File: src/sv/checked_integer_alu_defines.svh
// Assertion helpers for the ALU back end module
`ifndef CHECKED_INTEGER_ALU_DEFINES_SVH
`define CHECKED_INTEGER_ALU_DEFINES_SVH

// Same-cycle implication, disabled while in reset
`define CIA_ASSERT_NOW(lbl, ante, cons, msg) \
  lbl: assert property (@(posedge clk_i) disable iff (!rst_ni) (ante) |-> (cons)) \
    else $error(msg);

// Next-cycle implication, disabled while in reset
`define CIA_ASSERT_NEXT(lbl, ante, cons, msg) \
  lbl: assert property (@(posedge clk_i) disable iff (!rst_ni) (ante) |=> (cons)) \
    else $error(msg);

`endif

File: src/sv/cia_fifo.sv
module cia_fifo #(
  parameter int unsigned W = 8
) (
  input  logic         clk_i,
  input  logic         rst_ni,
  input  logic         push_i,
  input  logic [W-1:0] wdata_i,
  output logic         full_o,
  input  logic         pop_i,
  output logic         valid_o,
  output logic [W-1:0] rdata_o
);

  logic [W-1:0] mem_q [2];
  logic         wptr_q, rptr_q;
  logic [1:0]   cnt_q;

  assign full_o  = cnt_q[1];
  assign valid_o = (cnt_q != 2'd0);
  assign rdata_o = mem_q[rptr_q];

  // advance pointers and count
  always_ff @(posedge clk_i or negedge rst_ni) begin
    if (!rst_ni) begin
      wptr_q <= 1'b0;
      rptr_q <= 1'b0;
      cnt_q  <= 2'd0;
    end else begin
      if (push_i) wptr_q <= ~wptr_q;
      if (pop_i)  rptr_q <= ~rptr_q;
      cnt_q <= cnt_q + {1'b0, push_i} - {1'b0, pop_i};
    end
  end

  // store entry
  always_ff @(posedge clk_i) begin
    if (push_i) mem_q[wptr_q] <= wdata_i;
  end

endmodule

File: config.mk
export PLATFORM = sky130hd
export DESIGN_NAME = cia_fifo
export DESIGN_NICKNAME = d
export VERILOG_FILES = /design/src/sv/checked_integer_alu_defines.svh /design/src/sv/cia_fifo.sv
export SDC_FILE = /design/constraint.sdc
export NUM_CORES = 1
export LEC_CHECK = 0
export BUFFER_PORTS_ARGS = -buffer_cell sky130_fd_sc_hd__buf_2
export CAP_MARGIN = 40
export CELL_PAD_IN_SITES_DETAIL_PLACEMENT = 1
export CELL_PAD_IN_SITES_GLOBAL_PLACEMENT = 1
export CORE_MARGIN = 2
export CORE_UTILIZATION = 41
export CTS_CLUSTER_SIZE = 30
export DETAILED_ROUTE_END_ITERATION = 8
export GPL_TIMING_DRIVEN = 0
export PLACE_DENSITY_LB_ADDON = 0.1
export SLEW_MARGIN = 30
export SYNTH_ARGS = -nofsm -noshare
export SYNTH_HDL_FRONTEND = slang
export SYNTH_SLANG_ARGS = --single-unit
File: constraint.sdc
create_clock -name clk_i -period 1.6 [get_ports clk_i]
set_input_delay 0 -clock clk_i [delete_from_list [all_inputs] [get_ports clk_i]]
set_output_delay 0 -clock clk_i [all_outputs]
set_load 0.01 [all_outputs]
Word level (Yosys, flattened, before mapping)
Memory sizes are Yosys's and may differ from the RTL's.
Cells that the tools add are included.

storage, ports and cells
  register bits after elaboration = 4
  memory bits (writable) = 16
  bits of input ports = 12
  output and inout bits = 10
  memories = 1

operators by class
  mux-type cells = 2
  add/subtract/negate cells = 2
  bitwise gates (word level) = 2
  reductions and logical operators = 1

memories
  memory  depth  bits a word  read ports  clocked after memory_dff  wr ports  line            text
  mem_q   2      8            1           0                         1         cia_fifo.sv:14  logic [W-1:0] mem_q [2];

operator list
  kind                count
  $add A2 B1 Y2       1
  $mux W1             2
  $not A1 Y1          2
  $reduce_bool A2 Y1  1
  $sub A2 B1 Y2       1

Longest topological paths before layout
Gate-level depths: netlist (run 1).

  depth after elaboration = 2
  depth in mapped cells = 5
  mapped depth without buffers = 5

Worst setup path after synthesis (run 1)
No wires, ideal clock.

  path type = register to register
  from = register wptr_q
  to = memory mem_q[0][0], enable pin
  clock period less this slack = 1162 ps
  slack = 438 ps
  cell stages (with the launch flop) = 2
  path buffers = 0
  library setup time = 373 ps
  required time = 1227 ps
  arrival time = 789 ps
  cells stage by stage = dfrtp_1 -> nor2b_1

RTL lines
  what                    line            text
  from (decl)             cia_fifo.sv:15  logic wptr_q, rptr_q;
  from (signal assigned)  cia_fifo.sv:29  if (push_i) wptr_q <= ~wptr_q;
  to (decl)               cia_fifo.sv:14

No word-level cell before the write port.

Worst setup path in the final report (run 1)
  from = register wptr_q
  to = memory mem_q[0][0], enable pin

No word-level cell before the write port.

==> reports/qor.yml, run 1 <==
worst_setup_path:
  reg2reg_depth: 1
  r2r_start: "wptr_q$_DFFE_PN0P_"
  rrSetupSlack_ps: 240
  arrival_ps: 1290
  cp_top_family: "simple AND/OR/NAND/NOR gates"
  cp-startpoint: "wptr_q$_DFFE_PN0P_"
  worstSetupEndpointType: "flop"
  crit_type: "reg2reg"
  critPathMaxStageDelay_ps: 580
  path_max_fanout: 8
  cp.depth: 1
  worstSetupEndpoint: "mem_q[0][0]$_DFFE_PP_"
  path_cells: "nor2b_1"
  critPathBufInv: 0
  crit_slowest_cell: "nor2b_1"
  start_kind: "flop"
  worst_ep_required_time_ps: 1530
  rr_endpoint: "mem_q[0][0]$_DFFE_PP_"
routing:
  drtPass1Iterations: 2
  finalWirelength_mm: 1.29
  ant_nets: 0
  drc: 0
  dr_total_vias: 438
  drtIter0Drc: 1
  post_drt_wl_per_cell_um: 12.6
  vias_per_cell: 4.29
clock_network:
  cts_tree: "done"
  clock-sinks: 20
  ctsRootBufferMaster: "clkbuf_4"
  clock_latency_ps: 290
  htreeDepth: 1
  cts_buffer_depth: 2
  cts_setup_buffers: 0
  path_clk_slew_ps: 110
  numCtsBuffers: 3
placement:
  io_buffers: 21
  dp.final_hpwl_um: 901
  place_inst: 87
  place.gp.congestion: 0.694
  dpl_cell_area_um2: 943
timing:
  fin_crit_sh_pct: 85.2
  fin_crit_ps: 1360
  rsz0062_at_grt: "false"
  slew_viol_final: 0
  final_hold_viol_count: 0
  setup_violations: 0
  tightest_slew_ps: 728
  max_slew_margin_pct: 51.3
  fin_tns_setup_ps: 0
  clock_skew_ps: 4.83
  max_freq_mhz: 733
global_route:
  grt_overflow: 0
  grt_first_pass_wirelength_mm: 2.00
  grt_usage_pct: 13.2
  antenna_found_initial: 0
  grt_max_degree: 12
  grt_pass1_vias: 454
die:
  initial_core_util_pct: 42.3
  die_h_um: 48.3
  rows: 16
  io_pins: 22
  die_x_um: 48.3
  core_um2: 1900
  die_area_um2: 2330
run_status:
  status: "finished clean"
logic_synthesis:
  yosysTopAreaCell: "edfxtp_1"
  mappedNetlistArea_um2: 805
  syn-instance-count: 39
  synthTopCellsByArea: "edfxtp_1, mux2_4, dfrtp_1"
  seq_area_frac_synth_pct: 72.2
  synth_top_area_share_pct: 59.7
  synth.avg_cell_area_um2: 20.6
  syn-num-nets: 53
  yosys_warnings: 0
  synth_seq_cells: 20
  yosysUniqueCellTypes: 11
hold_path:
  hp-class: "in2async"
cells_and_area:
  fin_area_um2: 1090
  drive_gt1_share_pct: 46.7
  fin_cells: 102
  multi_input_area_um2: 205
  fin_util_pct: 57.3
  fillerInstances: 183
  ff_latch_area_um2: 581
  antenna_cells: 0
  area_growth_pct: 35.5
  nets: 90
power_and_ir_drop:
  p_total_mw: 1.65
  powerDensity_nw_per_um2: 1520
  power.leakage_nw: 0.474
  irDropWorstVdd_mv: 0.748
flow_run:
  max_cap_violations: 0
synthesized netlist by cell type:
library cell and number:
edfxtp_1 16, buf_6 1, mux2_4 8, xor2_1 2
xor3_1 1, nor2b_1 1, ha_1 2, and2_1 1
dfrtp_1 4, or2_2 1, inv_1 2
worst min path at each step:
stage	startpoint	to	slack (ps)	cells after the start
global route	rst_ni	cnt_q[1]$_DFF_PN0_	40	2
CTS	rst_ni	cnt_q[1]$_DFF_PN0_	20	2
global placement	rst_ni	rptr_q$_DFFE_PN0P_	-190	1
detailed placement	rst_ni	rptr_q$_DFFE_PN0P_	-190	1
finish	rst_ni	rptr_q$_DFFE_PN0P_	30	2
floorplan	rst_ni	cnt_q[0]$_DFF_PN0_	-300	0
metal layers:
| metal | wire length, um | vias to the layer above | part of all wire [%] | GRT usage (%) |
|---|---|---|---|---|
| met3 | 54 | 0 | 4.2 | 4.81 |
| li1 | - | 216 | - | - |
| met1 | 446 | 211 | 35 | 15.4 |
| met2 | 785 | 11 | 61 | 22.9 |
| met5 | 0 | - | 0 | 0 |
| met4 | 0 | 0 | 0 | 3.24 |
placed cells by master, fill, tap and decap left out:
| cell | instances |
|---|---|
| inv_1 | 2 |
| edfxtp_1 | 16 |
| clkbuf_8 | 1 |
| dlygate4sd3_1 | 11 |
| nor2b_1 | 1 |
| xor3_1 | 1 |
| clkbuf_4 | 3 |
| mux2_4 | 8 |
| dfrtp_1 | 4 |
| buf_2 | 21 |
| ha_1 | 2 |
| xor2_1 | 2 |
| and2_1 | 1 |
| or2_2 | 1 |
| buf_6 | 1 |
cells by family (layout without fill, tap and decap cells):
kind of cell  Yosys count  in the layout  share of synthesized area [%]
xor+xnor                3              3                           5.13
mux                     8              8                           14.9
flops                  20             20                           72.2
fa+ha+maj               2              2                           3.11
buf+inv                 3             39                           2.33
simple gates            3              3                           2.33
where the power goes:
group | total, mW | switching, mW | internal [mW]
Clock | 0.279 | 0.141 | 0.138
Sequential | 0.762 | 0.0535 | 0.709
Combinational | 0.611 | 0.260 | 0.351
Total | 1.65 | 0.454 | 1.20
sequential cells by signal, indices dropped and copies added (netlist names):
signal	flops
wptr_q	1
mem_q	16
cnt_q	2
rptr_q	1
repair_timing:
| item | 4_1_cts | 5_1_grt |
|---|---|---|
| gates resized for setup | 0 | 0 |
| endpoints found under the setup margin | 0 | 0 |
| hold buffers | 11 | 0 |
| hold endpoints to repair | 23 | 0 |
layout make-up:
cell class	count	area share (%)
Sequential cell	20	53.3
Timing Repair Buffer	32	19.7
Multi-Input combinational cell	16	18.8
Clock buffer	4	3.33
Tap cell	27	3.10
Buffer	1	1.03
Inverter	2	0.689
metrics by stage:
step	hold slack (ps)	worst slack, ps
5_1_grt	41.5	155
2_1_floorplan	-296	438
3_5_place_dp	-187	214
4_1_cts	21.0	196
3_3_place_gp	-187	255
6_report	30.3	237
Note: power is estimated with default switching activity, not from simulation.
==> inputs of run 2 (changes only) <==
--- a/config.mk
+++ b/config.mk
@@ -14,7 +14,7 @@
 export CTS_CLUSTER_SIZE = 30
 export DETAILED_ROUTE_END_ITERATION = 8
 export GPL_TIMING_DRIVEN = 0
-export PLACE_DENSITY_LB_ADDON = 0.1
+export PLACE_DENSITY_LB_ADDON = 0.2
 export SLEW_MARGIN = 30
 export SYNTH_ARGS = -nofsm -noshare
 export SYNTH_HDL_FRONTEND = slang
==> run 2 against run 1 <==
Worst setup slack improved by 2.5 ps. Worst hold slack better by 2.4 ps. Count of clock-buffer cells in the layout unchanged. Flip-flop and latch count did not move. Global-route usage fell by 0.62 points. Utilization shrank 0.53 points. Design area is 0.92% lower. Register-to-register slack about the same. Die area is the same. Critical path depth is the same. Fmax rose by 0.19%. Critical path type unchanged.
==> reports/qor.yml, run 2 (synthesis results as in run 1) <==
run_status:
  status: "finished clean"
power_and_ir_drop:
  p_clk_share_pct: 14.7  # -2.2 points
  power.leakage_nw: 0.468  # -1.3%
  powerDensity_nw_per_um2: 1480  # -2.1%
  p_comb_share_pct: 37.9  # +0.9 points
  pwr-share-seq_pct: 47.4  # +1.3 points
  p_sw_share_pct: 27.9  # +0.43 points
  internal_power_mw: 1.15  # -3.6%
  irDropWorstVdd_mv: 1.04  # +39%
  switchingPower_uw: 448  # -1.5%
timing:
  fin_crit_ps: 1360  # -2.52 ps
  final_hold_viol_count: 0  # unchanged
  fin_crit_sh_pct: 85.1  # -0.16 points
  slew_viol_final: 0  # unchanged
  max_freq_mhz: 735  # +0.19%
  clock_skew_ps: 10.5  # +5.67 ps
  max_slew_margin_pct: 51.1  # -0.27 points
  fin_tns_setup_ps: 0  # unchanged
  setup_violations: 0  # unchanged
  fin_hold_ws_ps: 32.7  # +2.39 ps
  rsz0062_at_grt: "false"
  tightest_slew_ps: 732  # +4.06 ps
clock_network:
  cts_buffer_depth: 2  # unchanged
  numCtsBuffers: 3  # unchanged
  htreeDepth: 1  # unchanged
  clock-sinks: 20  # unchanged
  cts_setup_buffers: 0  # unchanged
  cts_tree: "done"
  clock_latency_ps: 290  # about the same
  cts.repair.resized: 0  # unchanged
  ctsRootBufferMaster: "clkbuf_4"
  path_clk_slew_ps: 100  # about the same
worst_setup_path:
  cp_top_family: "simple AND/OR/NAND/NOR gates"
  crit_slowest_cell: "nor2b_1"
  critPathBufInv: 0  # unchanged
  worstSetupEndpointType: "flop"
  worst_ep_required_time_ps: 1520  # about the same
  start_kind: "flop"
  critPathMaxStageDelay_ps: 590  # about the same
  arrival_ps: 1280  # about the same
  crit_type: "reg2reg"
  path_max_fanout: 8  # unchanged
  path_cells: "nor2b_1"
die:
  die_area_um2: 2330  # unchanged
  io_pins: 22  # unchanged
  initial_core_util_pct: 42.3  # unchanged
  core_um2: 1900  # unchanged
  rows: 16  # unchanged
  die_x_um: 48.3  # unchanged
  die_h_um: 48.3  # unchanged
cells_and_area:
  final_cell_mix: "buf_2, edfxtp_1, dlygate4sd3_1, mux2_4, dfrtp_1"
  drive_gt1_share_pct: 45.3  # -1.3 points
  antenna_cells: 0  # unchanged
  multi_input_area_um2: 205  # unchanged
  reg_top3: "mem_q x16, cnt_q x2"
  area_growth_pct: 34.2
  largest-register: "mem_q"
  fillerInstances: 187  # +2.2%
  largest_reg_flops: 16  # unchanged
  fin_area_um2: 1080  # -0.92%
  nets: 90  # unchanged
  fin_cells: 102  # unchanged
  final_common_cell: "buf_2"
  ff_latch_area_um2: 581  # unchanged
placement:
  dpl_cell_area_um2: 943  # unchanged
  dp.final_hpwl_um: 800  # -11%
  place_inst: 87  # unchanged
  place.gp.congestion: 0.712  # +2.6%
  io_buffers: 21  # unchanged
global_route:
  grt_overflow: 0  # unchanged
  grt_max_degree: 12  # unchanged
  grt_usage_pct: 12.5  # -0.62 points
  antenna_found_initial: 0  # unchanged
  grt_first_pass_wirelength_mm: 1.88  # -6.2%
  grt_pass1_vias: 436  # -4.0%
routing:
  met1Wirelength_um: 463  # +3.8%
  ant_nets: 0  # unchanged
  drtPass1Iterations: 2  # unchanged
  dr_total_vias: 439  # +0.23%
  finalWirelength_mm: 1.18  # -8.3%
  top_layer_used: "met3"
  drc: 0  # unchanged
  wl_met2_um: 667  # -15%
  met3_length_um: 48  # -11%
  vias_per_cell: 4.30  # +0.23%
  drtIter0Drc: 1  # unchanged
  post_drt_wl_per_cell_um: 11.6  # -8.3%
flow_run:
  max_cap_violations: 0  # unchanged
hold_path:
  hp-class: "in2async"
-- run 2: stage by stage --
step                util, %  setup WS [ps]  total power, mW
global route           56.8            110             1.73
global placement       49.6            234             1.36
floorplan                 -            438             1.20
detailed placement     49.6            208             1.38
CTS                    56.8            195             1.63
finish                 56.8            239             1.60
-- run 2: timing repair --
| item | CTS | global route |
|---|---|---|
| endpoints found under the setup margin | 0 | 0 |
| hold buffers | 11 | 0 |
| hold endpoints to repair | 23 | 0 |
-- run 2: per-layer routing --
metal / vias up / GRT usage, %
li1: 216 / -
met1: 213 / 14.9
met2: 10 / 21.6
met3: 0 / 4.44
met4: 0 / 3.24
met5: - / 0
-- run 2: worst paths after layout --
path / slack [ps] / cells past startpoint / startpoint / to
worst max-delay path: 240 / 1 / wptr_q$_DFFE_PN0P_ / mem_q[0][0]$_DFFE_PP_
worst min-delay path: 30 / 2 / rst_ni / cnt_q[1]$_DFF_PN0_
worst max register to register: 240 / 1 / wptr_q$_DFFE_PN0P_ / mem_q[0][0]$_DFFE_PP_
worst min register to register: 500 / 1 / wptr_q$_DFFE_PN0P_ / wptr_q$_DFFE_PN0P_
max in group asynchronous: 1450 / 2 / rst_ni / rptr_q$_DFFE_PN0P_
min in group clk_i: 420 / 2 / wdata_i[5] / mem_q[0][5]$_DFFE_PP_
-- run 2: area by class of cell --
class,instances,area share [%]
Sequential cell,20,53.8
Timing Repair Buffer,32,19.9
Multi-Input combinational cell,16,19.0
Tap cell,27,3.13
Clock buffer,4,2.43
Buffer,1,1.04
Inverter,2,0.695
-- run 2: power groups by stage --
stage	Clock, mW	Combinational (mW)	Sequential (mW)
finish	0.236	0.607	0.759
global route	0.276	0.683	0.775
CTS	0.242	0.625	0.762
detailed placement	0	0.603	0.774
global placement	0	0.593	0.765
floorplan	0	0.429	0.767
