File: src/sv/checked_integer_alu_defines.svh
// Assertion helpers for the ALU back end module
`ifndef CHECKED_INTEGER_ALU_DEFINES_SVH
`define CHECKED_INTEGER_ALU_DEFINES_SVH

// Same-cycle implication, disabled while in reset
`define CIA_ASSERT_NOW(lbl, ante, cons, msg) \
  lbl: assert property (@(posedge clk_i) disable iff (!rst_ni) (ante) |-> (cons)) \
    else $error(msg);

// Next-cycle implication, disabled while in reset
`define CIA_ASSERT_NEXT(lbl, ante, cons, msg) \
  lbl: assert property (@(posedge clk_i) disable iff (!rst_ni) (ante) |=> (cons)) \
    else $error(msg);

`endif

File: src/sv/cia_pkg.sv
package cia_pkg;

  // operation codes; the last code is a no-operation
  typedef enum logic [3:0] {
    OP_ADD  = 4'd0,
    OP_SUB  = 4'd1,
    OP_MUL  = 4'd2,
    OP_DIV  = 4'd3,
    OP_MOD  = 4'd4,
    OP_NEG  = 4'd5,
    OP_EQ   = 4'd6,
    OP_LT   = 4'd7,
    OP_AND  = 4'd8,
    OP_OR   = 4'd9,
    OP_XOR  = 4'd10,
    OP_NOT  = 4'd11,
    OP_SHL  = 4'd12,
    OP_SHR  = 4'd13,
    OP_BYTE = 4'd14,
    OP_NOP  = 4'd15
  } op_e;

  localparam logic [3:0] ERR_NONE     = 4'd0;
  localparam logic [3:0] ERR_ADD_OVF  = 4'd1;
  localparam logic [3:0] ERR_SUB_OVF  = 4'd2;
  localparam logic [3:0] ERR_MUL_OVF  = 4'd3;
  localparam logic [3:0] ERR_DIV_ZERO = 4'd4;
  localparam logic [3:0] ERR_DIV_OVF  = 4'd5;
  localparam logic [3:0] ERR_MOD_ZERO = 4'd6;
  localparam logic [3:0] ERR_NEG_OVF  = 4'd7;
  localparam logic [3:0] ERR_SHIFT    = 4'd8;
  localparam logic [3:0] ERR_BYTE     = 4'd9;
  localparam logic [3:0] ERR_MAX      = ERR_BYTE;

  localparam int unsigned BYTE_MAX = 255;
  localparam int unsigned CLS_W    = 6;

  // operand classification made at the front
  typedef struct packed {
    logic a_min;      // a is the most negative value
    logic b_zero;
    logic min_m1;     // most negative value over minus one
    logic shift_bad;  // shift amount outside 0..width-1
    logic byte_bad;   // a outside 0..255
    logic sign_diff;  // operand signs differ
  } cls_t;

  // control carried alongside each item in the back pipeline
  typedef struct packed {
    logic [3:0] err;
    logic       is_mul;
    logic       is_div;
    logic       is_mod;
    logic       neg;
    logic       a_neg;
  } rec_t;

endpackage

File: src/sv/cia_if.sv
// request channel: operation and two operands
interface cia_req_if;
  logic        valid;
  logic        ready;
  logic [3:0]  cmd;
  logic [63:0] operand_a;
  logic [63:0] operand_b;
  modport source (output valid, cmd, operand_a, operand_b, input ready);
  modport sink   (input valid, cmd, operand_a, operand_b, output ready);
endinterface


File: src/sv/cia_front.sv
module cia_front import cia_pkg::*; #(
  parameter int unsigned DW = 64
) (
  cia_req_if.sink          req,
  input  logic             full_i,
  output logic             push_o,
  output logic [3:0]       cmd_o,
  output cls_t             cls_o,
  output logic [DW-1:0]    a_o,
  output logic [DW-1:0]    b_o
);

  localparam logic [DW-1:0] MinV = {1'b1, {(DW-1){1'b0}}};

  logic [DW-1:0] a, b;

  assign a = req.operand_a[DW-1:0];
  assign b = req.operand_b[DW-1:0];

  assign req.ready = ~full_i;
  assign push_o    = req.valid & ~full_i;
  assign cmd_o     = req.cmd;
  assign a_o       = a;
  assign b_o       = b;

  // classify operands
  always_comb begin
    cls_o.a_min     = (a == MinV);
    cls_o.b_zero    = ~|b;
    cls_o.min_m1    = (a == MinV) && (&b);
    cls_o.shift_bad = b[DW-1] || (b > DW'(DW - 1));
    cls_o.byte_bad  = a[DW-1] || (64'(a) > 64'(BYTE_MAX));
    cls_o.sign_diff = a[DW-1] ^ b[DW-1];
  end

endmodule

File: src/flat_wrapper.sv
// flat-port wrapper written by rule: the top's interface ports become plain ports
module cia_front_flat import cia_pkg::*;
#(
  parameter int unsigned DW = 64
)
  (full_i, push_o, cmd_o, cls_o, a_o, b_o, req_valid, req_cmd, req_operand_a, req_operand_b, req_ready);
  cia_req_if req_i ();
  input  logic full_i;
  output logic push_o;
  output logic [3:0] cmd_o;
  output cls_t cls_o;
  output logic [DW-1:0] a_o;
  output logic [DW-1:0] b_o;
  input wire logic [$bits(req_i.valid)-1:0] req_valid;
  input wire logic [$bits(req_i.cmd)-1:0] req_cmd;
  input wire logic [$bits(req_i.operand_a)-1:0] req_operand_a;
  input wire logic [$bits(req_i.operand_b)-1:0] req_operand_b;
  output wire logic [$bits(req_i.ready)-1:0] req_ready;
  assign req_i.valid = req_valid;
  assign req_i.cmd = req_cmd;
  assign req_i.operand_a = req_operand_a;
  assign req_i.operand_b = req_operand_b;
  assign req_ready = req_i.ready;
  cia_front #(.DW(DW)) u_core (.req(req_i), .full_i(full_i), .push_o(push_o), .cmd_o(cmd_o), .cls_o(cls_o), .a_o(a_o), .b_o(b_o));
endmodule
File: config.mk
export PLATFORM = sky130hd
export DESIGN_NAME = cia_front_flat
export DESIGN_NICKNAME = d
export VERILOG_FILES = /design/src/sv/checked_integer_alu_defines.svh /design/src/sv/cia_pkg.sv /design/src/sv/cia_if.sv /design/src/sv/cia_front.sv /design/src/flat_wrapper.sv
export SDC_FILE = /design/constraint.sdc
export NUM_CORES = 1
export LEC_CHECK = 0
export BUFFER_PORTS_ARGS = -buffer_cell sky130_fd_sc_hd__clkbuf_2
export CORE_AREA = 4 4 103 105
export DETAILED_ROUTE_END_ITERATION = 12
export DIE_AREA = 0 0 107 109
export PLACE_DENSITY_LB_ADDON = 0.2
export RECOVER_POWER = 100
export SLEW_MARGIN = 0
export SYNTH_ARGS = -nofsm -noshare
export SYNTH_HDL_FRONTEND = slang
export SYNTH_SLANG_ARGS = --single-unit
File: constraint.sdc
create_clock -name vclk -period 1.47
set_clock_uncertainty 0.05 [all_clocks]
set_input_delay 0.147 -clock vclk [all_inputs]
set_output_delay 0.147 -clock vclk [all_outputs]
set_load 0.005 [all_outputs]
# ---- After elaboration in Yosys (flattened, before gate mapping)
# Cells that the tools add are included.
dict set report word_totals {
  register_bits 0
  in_bits 134
  output_inout_bits 140
  word_cells 12
}
dict set report classes {
  magnitude_cmp 2
  n_eq_ne 1
  n_bitwise 3
  n_reduce_logical 6
}
# cell count
set ops {}
lappend ops {{64-bit == test, second input constant} 1}
lappend ops {{64-bit by 6-bit > comparator with 1-bit output, second input constant} 1}
lappend ops {{64-bit by 8-bit > comparator with 1-bit output, second input constant} 1}
lappend ops {{64-bit AND reduction} 1}
lappend ops {{64-bit OR reduction} 1}
lappend ops {{1-bit logical OR} 2}
lappend ops {{1-bit AND} 1}
lappend ops {{1-bit logical AND} 1}
lappend ops {{1-bit zero test} 1}
lappend ops {{1-bit inverter} 1}
lappend ops {{1-bit bitwise XOR} 1}

# ---- Depth between registers and ports, before layout
# Gate-level depths: netlist of run 1.
dict set report logic_depth {
  depth_word 2
  mapped_depth 4
}

# ---- Worst setup path before layout of run 1
# Ideal clock, no wire load.
dict set report synth_timing {
  path_kind {input port to output port}
  start {in req_operand_b[9]}
  end {out cls_o[4] in the netlist's numbering}
  t_arrival_ns 1.292
  required_ns 1.273
  setup_slack_ns -0.019
  cell_stages 4
  n_path_buf 0
  cell_sequence {nor4_1 nand4_1 or4_4 nor4_4}
}
# element line_no
set synth_rtl {}
lappend synth_rtl {{from (decl)} flat_wrapper.sv:17} ;# input wire logic [$bits(req_i.operand_b)-1:0] req_operand_b;
lappend synth_rtl {{to (decl)} flat_wrapper.sv:11} ;# output cls_t cls_o;

==> impl_metrics.json, run 1 <==
{
  "worstMarginPinSlew_ns": 0.380,
  "final.setup.tns_ns": -1.44,
  "fin_area_mm2": 0.00282,
  "final_common_cell": "clkbuf_2",
  "start_util_pct": 15.3,
  "startpoint_type": "input port",
  "grt_pass1_vias": 2177,
  "antenna_found_initial": 0,
  "hpwlAfterDp_um": 7220,
  "maxSlewHeadroom_pct": 74.4,
  "antenna_cells": 0,
  "arrival_ns": 1.66,
  "nFillCells": 1124,
  "hold_viol": 0,
  "overflow": 0,
  "seqCellArea_um2": 0,
  "antenna_left": 0,
  "ys_seq_area_share_pct": 0,
  "yosysTopAreaCell": "buf_4",
  "period_share_pct": 126,
  "grt_pass1_wl_um": 10400,
  "first_pass_iters": 4,
  "final_nets": 562,
  "violations": "setup timing",
  "cpPeakStageDelay_ns": 0.52,
  "status": "complete, but fails checks",
  "seq_cells": 0,
  "track_usage_pct": 11.0,
  "final_cell_mix": "177 x clkbuf_2, 76 x clkbuf_1, 75 x buf_4",
  "core_mm2": 0.00964,
  "io_pins": 274,
  "utilization_pct": 29.3,
  "max_freq_ghz": 0.539,
  "syn_avg_cell_area_um2": 7.26,
  "hold-worst-slack_ns": 0.244,
  "syn-cell-area_mm2": 0.00147,
  "drc": 0,
  "syn-instance-count": 203,
  "vias": 2178,
  "std_cell_rows": 36,
  "hold-path-endpoint": "cmd_o[3]",
  "synth_top_area_share_pct": 67.2,
  "grt_max_degree": 5,
  "gp_congestion": 0.830,
  "fin_ws_ns": -0.385,
  "via_per_inst": 3.90,
  "synth_warnings": 0,
  "die_w_um": 107,
  "cts_hold_buffers": 0,
  "dpl_cell_area_mm2": 0.00268,
  "drtIter0Drc": 54,
  "slew_viol_final": 0,
  "cp_cell_sequence": "clkbuf_2 > nor4_1 > nand4_1 > or4_4 > nor4_4 > buf_2",
  "fin_crit_ns": 1.85,
  "critPathKind": "in2out",
  "clkbuf_count": 0,
  "synth_cell_types": 16,
  "syn_nets": 337,
  "place_ws_ns": -0.510,
  "stdcell_count": 559,
  "wl_um": 7640,
  "leakagePower_nw": 1.40,
  "total_power_uw": 706,
  "multiInputGateArea_um2": 673,
  "cp_max_fo": 2,
  "place_inst": 558,
  "yosys-top-cells-area": "buf_4 67%, nor4_1 13%, nand4_1 9.8%",
  "report.final.setup_viol": 5,
  "p_per_area_mw_per_mm2": 250,
  "cpMaxStageDelayCell": "or4_4",
  "area_growth_pct": 91.5,
  "maxCapViolCount": 0,
  "hold_start": "req_cmd[3]",
  "crit_path_end_kind": "primary output",
  "dieArea_mm2": 0.0117,
  "io_buffers": 266,
  "avgRoutedWirePerCell_um": 13.7,
  "rsz0062_at_grt": "true",
  "drive_gt1_share_pct": 71.1,
  "holdPathStages": 0,
  "peakVddDrop_mv": 0.0880,
  "die_h_um": 109,
  "hold_class": "in2out",
  "critPathRequiredTime_ns": 1.27
}
==> where the power goes <==
| part | switching (mW) | leakage, nW | internal [mW] |
|---|---|---|---|
| sequential | 0 | 0 | 0 |
| clock | 0 | 0 | 0 |
| combinational | 0.308 | 1.40 | 0.398 |
| total | 0.308 | 1.40 | 0.398 |
==> timing repair <==
action	in CTS	in global routing
hold endpoints to repair	0	0
cloned	0	0
buffers inserted	0	2
gates resized for setup	14	42
setup endpoints to repair	5	5
pin swaps	7	10
==> cells in the mapped netlist <==
cell type  count
nand4b_1       1
or4_4          1
nand2_1        1
nand3_2        1
or2_1          1
inv_1          1
nand4_1       23
buf_4        132
nor2b_1        1
nor4_1        30
nor3_1         3
or4_1          2
xor2_1         1
nor4_4         2
nor2_1         2
nor4_2         1
==> worst max-delay path: cells and delay by family <==
kind / cells / cell delay [ns]
buf+inv: 2 / 0.25
simple gates: 4 / 1.25
==> how the worst max path moves through the flow <==
stage,cells past startpoint,end,from,slack (ns)
after floorplan,4,cls_o[3],req_operand_a[41],-0.002
after global placement,6,cls_o[4],req_operand_b[63],-0.44
after detailed placement,6,cls_o[4],req_operand_b[63],-0.51
after CTS,6,cls_o[4],req_operand_b[63],-0.39
after global routing,6,cls_o[4],req_operand_b[9],-0.46
final,6,cls_o[4],req_operand_b[9],-0.38
==> routing by layer <==
layer | track usage (%) | part of all wire (%)
met5 | 0 | 0
met2 | 22.7 | 56
met1 | 11.6 | 33
met4 | 0.731 | 0.73
met3 | 2.96 | 11
==> layout make-up <==
class | instances | area share [%]
Timing Repair Buffer | 355 | 70.1
Multi-Input combinational cell | 70 | 23.8
Tap cell | 133 | 5.90
Inverter | 1 | 0.133
==> cell families (layout without fill, tap and decap cells) <==
family	Yosys count	in the layout	synth area share [%]
AND/OR/NAND/NOR	69	69	31.9
buffers and inverters	133	356	67.5
XOR/XNOR	1	1	0.594
Note: power is estimated with default switching activity, not from simulation.
==> inputs of run 2 (changes only) <==
Settings changed: CORE_AREA 4 4 103 105 to 4 4 105 107, DIE_AREA 0 0 107 109 to 0 0 109 111.
Clock period 1.47 ns to 2.2 ns, I/O delays scaled along.
==> run 2 against run 1 <==
The flow now finishes without violations; final cell count fell by 15%; non-clock buffer count down 87; via count shrank 14%; total power shrank 55%; critical endpoint unchanged.
==> impl_metrics.json, run 2 (synthesis gave the netlist of run 1 again) <==
{
  "rsz0062_at_grt": "false",
  "avgRoutedWirePerCell_um": 15.2,
  "max_freq_ghz": 0.483,
  "drive_gt1_share_pct": 43.4,
  "dieArea_mm2": 0.0121,
  "critPathRequiredTime_ns": 1.93,
  "cpMaxStageDelayCell": "or4_4",
  "nFillCells": 1240,
  "multiInputGateArea_um2": 504,
  "antenna_left": 0,
  "crit_buf_inv": 2,
  "area_growth_pct": 26.1,
  "post-cts-setup-buffer-count": 0,
  "critPathKind": "in2out",
  "io_buffers": 266,
  "startpoint_type": "input port",
  "cp_max_fo": 3,
  "worst-path-stages": 6,
  "grt_pass1_wl_um": 9940,
  "gp_congestion": 0.787,
  "hpwlAfterDp_um": 6900,
  "cpPeakStageDelay_ns": 0.59,
  "crit_path_end": "cls_o[4]",
  "final_cell_mix": "137 x clkbuf_2, 129 x clkbuf_1, 26 x nor4_1",
  "via_per_inst": 3.96,
  "grt_max_degree": 5,
  "io_pins": 274,
  "clkbuf_count": 0,
  "drc": 0,
  "arrival_ns": 1.80,
  "slew_viol_final": 0,
  "track_usage_pct": 10.3,
  "leakagePower_nw": 0.780,
  "seq_cells": 0,
  "peakVddDrop_mv": 0.0467,
  "hold_class": "in2out",
  "total_power_uw": 316,
  "status": "completed",
  "drtIter0Drc": 54,
  "fin_ws_ns": 0.128,
  "hold_viol": 0,
  "period_share_pct": 94.2,
  "die_h_um": 111,
  "maxCapViolCount": 0,
  "final_nets": 475,
  "fin_crit_ns": 2.07,
  "cts_resized": 0,
  "antenna_cells": 0,
  "overflow": 0,
  "first_pass_iters": 2,
  "critPathLaunch": "req_operand_b[8]",
  "cp_cell_sequence": "clkbuf_2 > nor4_1 > nand4_1 > or4_4 > nor4_4 > clkbuf_1",
  "core_mm2": 0.0101,
  "cts_hold_buffers": 0,
  "seqCellArea_um2": 0,
  "place_ws_ns": 0.0778,
  "p_per_area_mw_per_mm2": 170,
  "start_util_pct": 14.5,
  "wl_um": 7230,
  "die_w_um": 109,
  "crit_path_end_kind": "primary output",
  "worstMarginPinSlew_ns": 0.389,
  "vias": 1881,
  "final_common_cell": "clkbuf_2",
  "std_cell_rows": 37,
  "maxSlewHeadroom_pct": 73.8,
  "cp_top_family": "simple AND/OR/NAND/NOR gates",
  "antenna_found_initial": 0,
  "holdPathStages": 0,
  "final.setup.tns_ns": 0,
  "report.final.setup_viol": 0,
  "grt_pass1_vias": 1891
}
-- run 2: cell count changes in the layout (fill, tap and decap cells not counted), moves of 2 or more --
cell	change
buf_6	-11
buf_4	-74
nor4_1	+14
clkbuf_1	+53
clkbuf_4	-10
clkbuf_2	-40
buf_2	-2
nor4_2	-6
nor4_4	-8
-- run 2: how the worst min path moves through the flow --
stage	from	endpoint	slack (ns)
2_1_floorplan	req_operand_b[0]	cls_o[4]	0.41
3_3_place_gp	req_cmd[1]	cmd_o[1]	0.39
3_5_place_dp	req_cmd[1]	cmd_o[1]	0.39
4_1_cts	req_cmd[1]	cmd_o[1]	0.39
5_1_grt	req_cmd[2]	cmd_o[2]	0.39
6_report	req_cmd[2]	cmd_o[2]	0.39
-- run 2: report_power, final --
group	leakage [nW]	internal [mW]	total [mW]	switching, mW
sequential	0	0	0	0
clock	0	0	0	0
combinational	0.780	0.145	0.316	0.171
-- run 2: cell type report --
| class | count | share of cell area [%] |
|---|---|---|
| Inverter | 1 | 0.202 |
| Multi-Input combinational cell | 70 | 27.1 |
| Tap cell | 136 | 9.15 |
| Timing Repair Buffer | 268 | 63.5 |
-- run 2: per-layer routing --
| metal | global-route usage [%] | up-vias | share of wire [%] |
|---|---|---|---|
| met4 | 0 | 0 | 0 |
| met1 | 11.2 | 851 | 35 |
| met2 | 21.3 | 137 | 55 |
| met3 | 1.57 | 0 | 9.8 |
| met5 | 0 | - | 0 |
| li1 | - | 893 | - |
-- run 2: through the flow --
| stage | cell area, um^2 | util [%] | std cells | hold slack [ns] |
|---|---|---|---|---|
| 4_1_cts | 2000 | 19.7 | 475 | 0.390 |
| 5_1_grt | 1860 | 18.3 | 475 | 0.390 |
| 2_1_floorplan | 1470 | - | 203 | 0.411 |
| 6_report | 1860 | 18.3 | 475 | 0.390 |
| 3_5_place_dp | 2000 | 19.7 | 475 | 0.390 |
| 3_3_place_gp | 2000 | 19.7 | 475 | 0.390 |
==> inputs of run 3 (changes only) <==
Settings changed: BUFFER_PORTS_ARGS -buffer_cell sky130_fd_sc_hd__clkbuf_2 to unset, DONT_BUFFER_PORTS set to 1.
==> run 3 against run 2 <==
Count of clock-buffer cells in the layout unchanged; utilization down 12 points; maximum frequency up 4.5%; sequential cell count unchanged; die area unchanged; total power down 92%; global-route usage down 2.1 points; sequential share of layout area unchanged; critical path type unchanged.
==> impl_metrics.json, run 3 (synthesis gave the netlist of run 1 again) <==
{
  "crit_buf_inv": 0,
  "holdPathStages": 0,
  "hpwlAfterDp_um": 5320,
  "gp_congestion": 0.666,
  "grt_max_degree": 5,
  "cpPeakStageDelay_ns": 0.59,
  "std_cell_rows": 37,
  "hold-path-endpoint": "cmd_o[2]",
  "stdcell_count": 208,
  "hold_class": "in2out",
  "drtIter0Drc": 17,
  "p_per_area_mw_per_mm2": 37.9,
  "worst-path-stages": 4,
  "critPathRequiredTime_ns": 1.93,
  "max_freq_ghz": 0.504,
  "arrival_ns": 1.71,
  "startpoint_type": "input port",
  "report.final.setup_viol": 0,
  "cts_hold_buffers": 0,
  "io_pins": 274,
  "top_layer": "met4",
  "maxCapViolCount": 0,
  "cts_resized": 0,
  "leakagePower_nw": 0.0461,
  "final_common_cell": "nor4_1",
  "via_per_inst": 4.52,
  "antenna_left": 0,
  "cpMaxStageDelayCell": "or4_4",
  "rsz0062_at_grt": "false",
  "wl_um": 5840,
  "cp_cell_sequence": "nor4_1 > nand4_1 > or4_4 > nor4_1",
  "die_h_um": 111,
  "first_pass_iters": 3,
  "peakVddDrop_mv": 0.00613,
  "die_w_um": 109,
  "place_inst": 207,
  "final_cell_mix": "31 x nor4_1, 23 x nand4_1, 3 x nor3_1",
  "total_power_uw": 24.3,
  "routed-wl-met3_um": 983,
  "hold_start": "req_cmd[2]",
  "cp_top_family": "simple AND/OR/NAND/NOR gates",
  "grt_pass1_vias": 1128,
  "drive_gt1_share_pct": 5.63,
  "final_nets": 207,
  "io_buffers": 0,
  "maxSlewHeadroom_pct": 70.6,
  "crit_path_end_kind": "primary output",
  "cp_max_fo": 3,
  "start_util_pct": 14.5,
  "dr_wl_met2_um": 3130,
  "vias": 941,
  "clkbuf_count": 0,
  "worstMarginPinSlew_ns": 0.436,
  "dieArea_mm2": 0.0121,
  "seqCellArea_um2": 0,
  "status": "completed",
  "grt_pass1_wl_um": 7220,
  "slew_viol_final": 0,
  "avgRoutedWirePerCell_um": 28.1,
  "seq_cells": 0,
  "hold_viol": 0,
  "antenna_found_initial": 1,
  "area_growth_pct": -56.5,
  "fin_crit_ns": 1.98,
  "crit_top_cell": "nor4_1",
  "drc": 0,
  "post-cts-setup-buffer-count": 0,
  "core_mm2": 0.0101,
  "final.setup.tns_ns": 0,
  "critPathKind": "in2out",
  "overflow": 0,
  "period_share_pct": 90.1,
  "track_usage_pct": 8.20,
  "wl_met1_um": 1610
}
-- run 3: how the worst max path moves through the flow --
stage | to | slack, ns | from
floorplan | cls_o[4] | 0.56 | req_operand_b[9]
detailed placement | cls_o[4] | 0.20 | req_operand_b[8]
global route | cls_o[4] | 0.11 | req_operand_b[8]
global placement | cls_o[4] | 0.30 | req_operand_b[21]
finish | cls_o[4] | 0.22 | req_operand_b[8]
CTS | cls_o[4] | 0.20 | req_operand_b[8]
-- run 3: metrics by stage --
step	hold slack, ns	worst slack (ns)	util [%]	cell area [um^2]
CTS	0.390	0.204	6.44	653
detailed placement	0.390	0.204	6.44	653
finish	0.390	0.217	6.32	641
global placement	0.390	0.301	6.44	653
global route	0.390	0.108	6.32	641
floorplan	0.411	0.565	-	1470
-- run 3: area by class of cell --
cell class | instances | area (um^2)
Antenna cell | 1 | 2.50
Fill cell | 1204 | 9500
Inverter | 1 | 3.75
Multi-Input combinational cell | 70 | 464
Tap cell | 136 | 170
-- run 3: power breakdown --
part	switching, mW	internal [mW]
Combinational	0.0105	0.0138
Sequential	0	0
Clock	0	0.0000000619
Total	0.0105	0.0138
-- run 3: routing by layer --
layer | up-vias | track usage [%]
li1 | 340 | -
met1 | 433 | 6.65
met2 | 158 | 16.5
met3 | 10 | 4.54
met4 | 0 | 1.60
met5 | - | 0
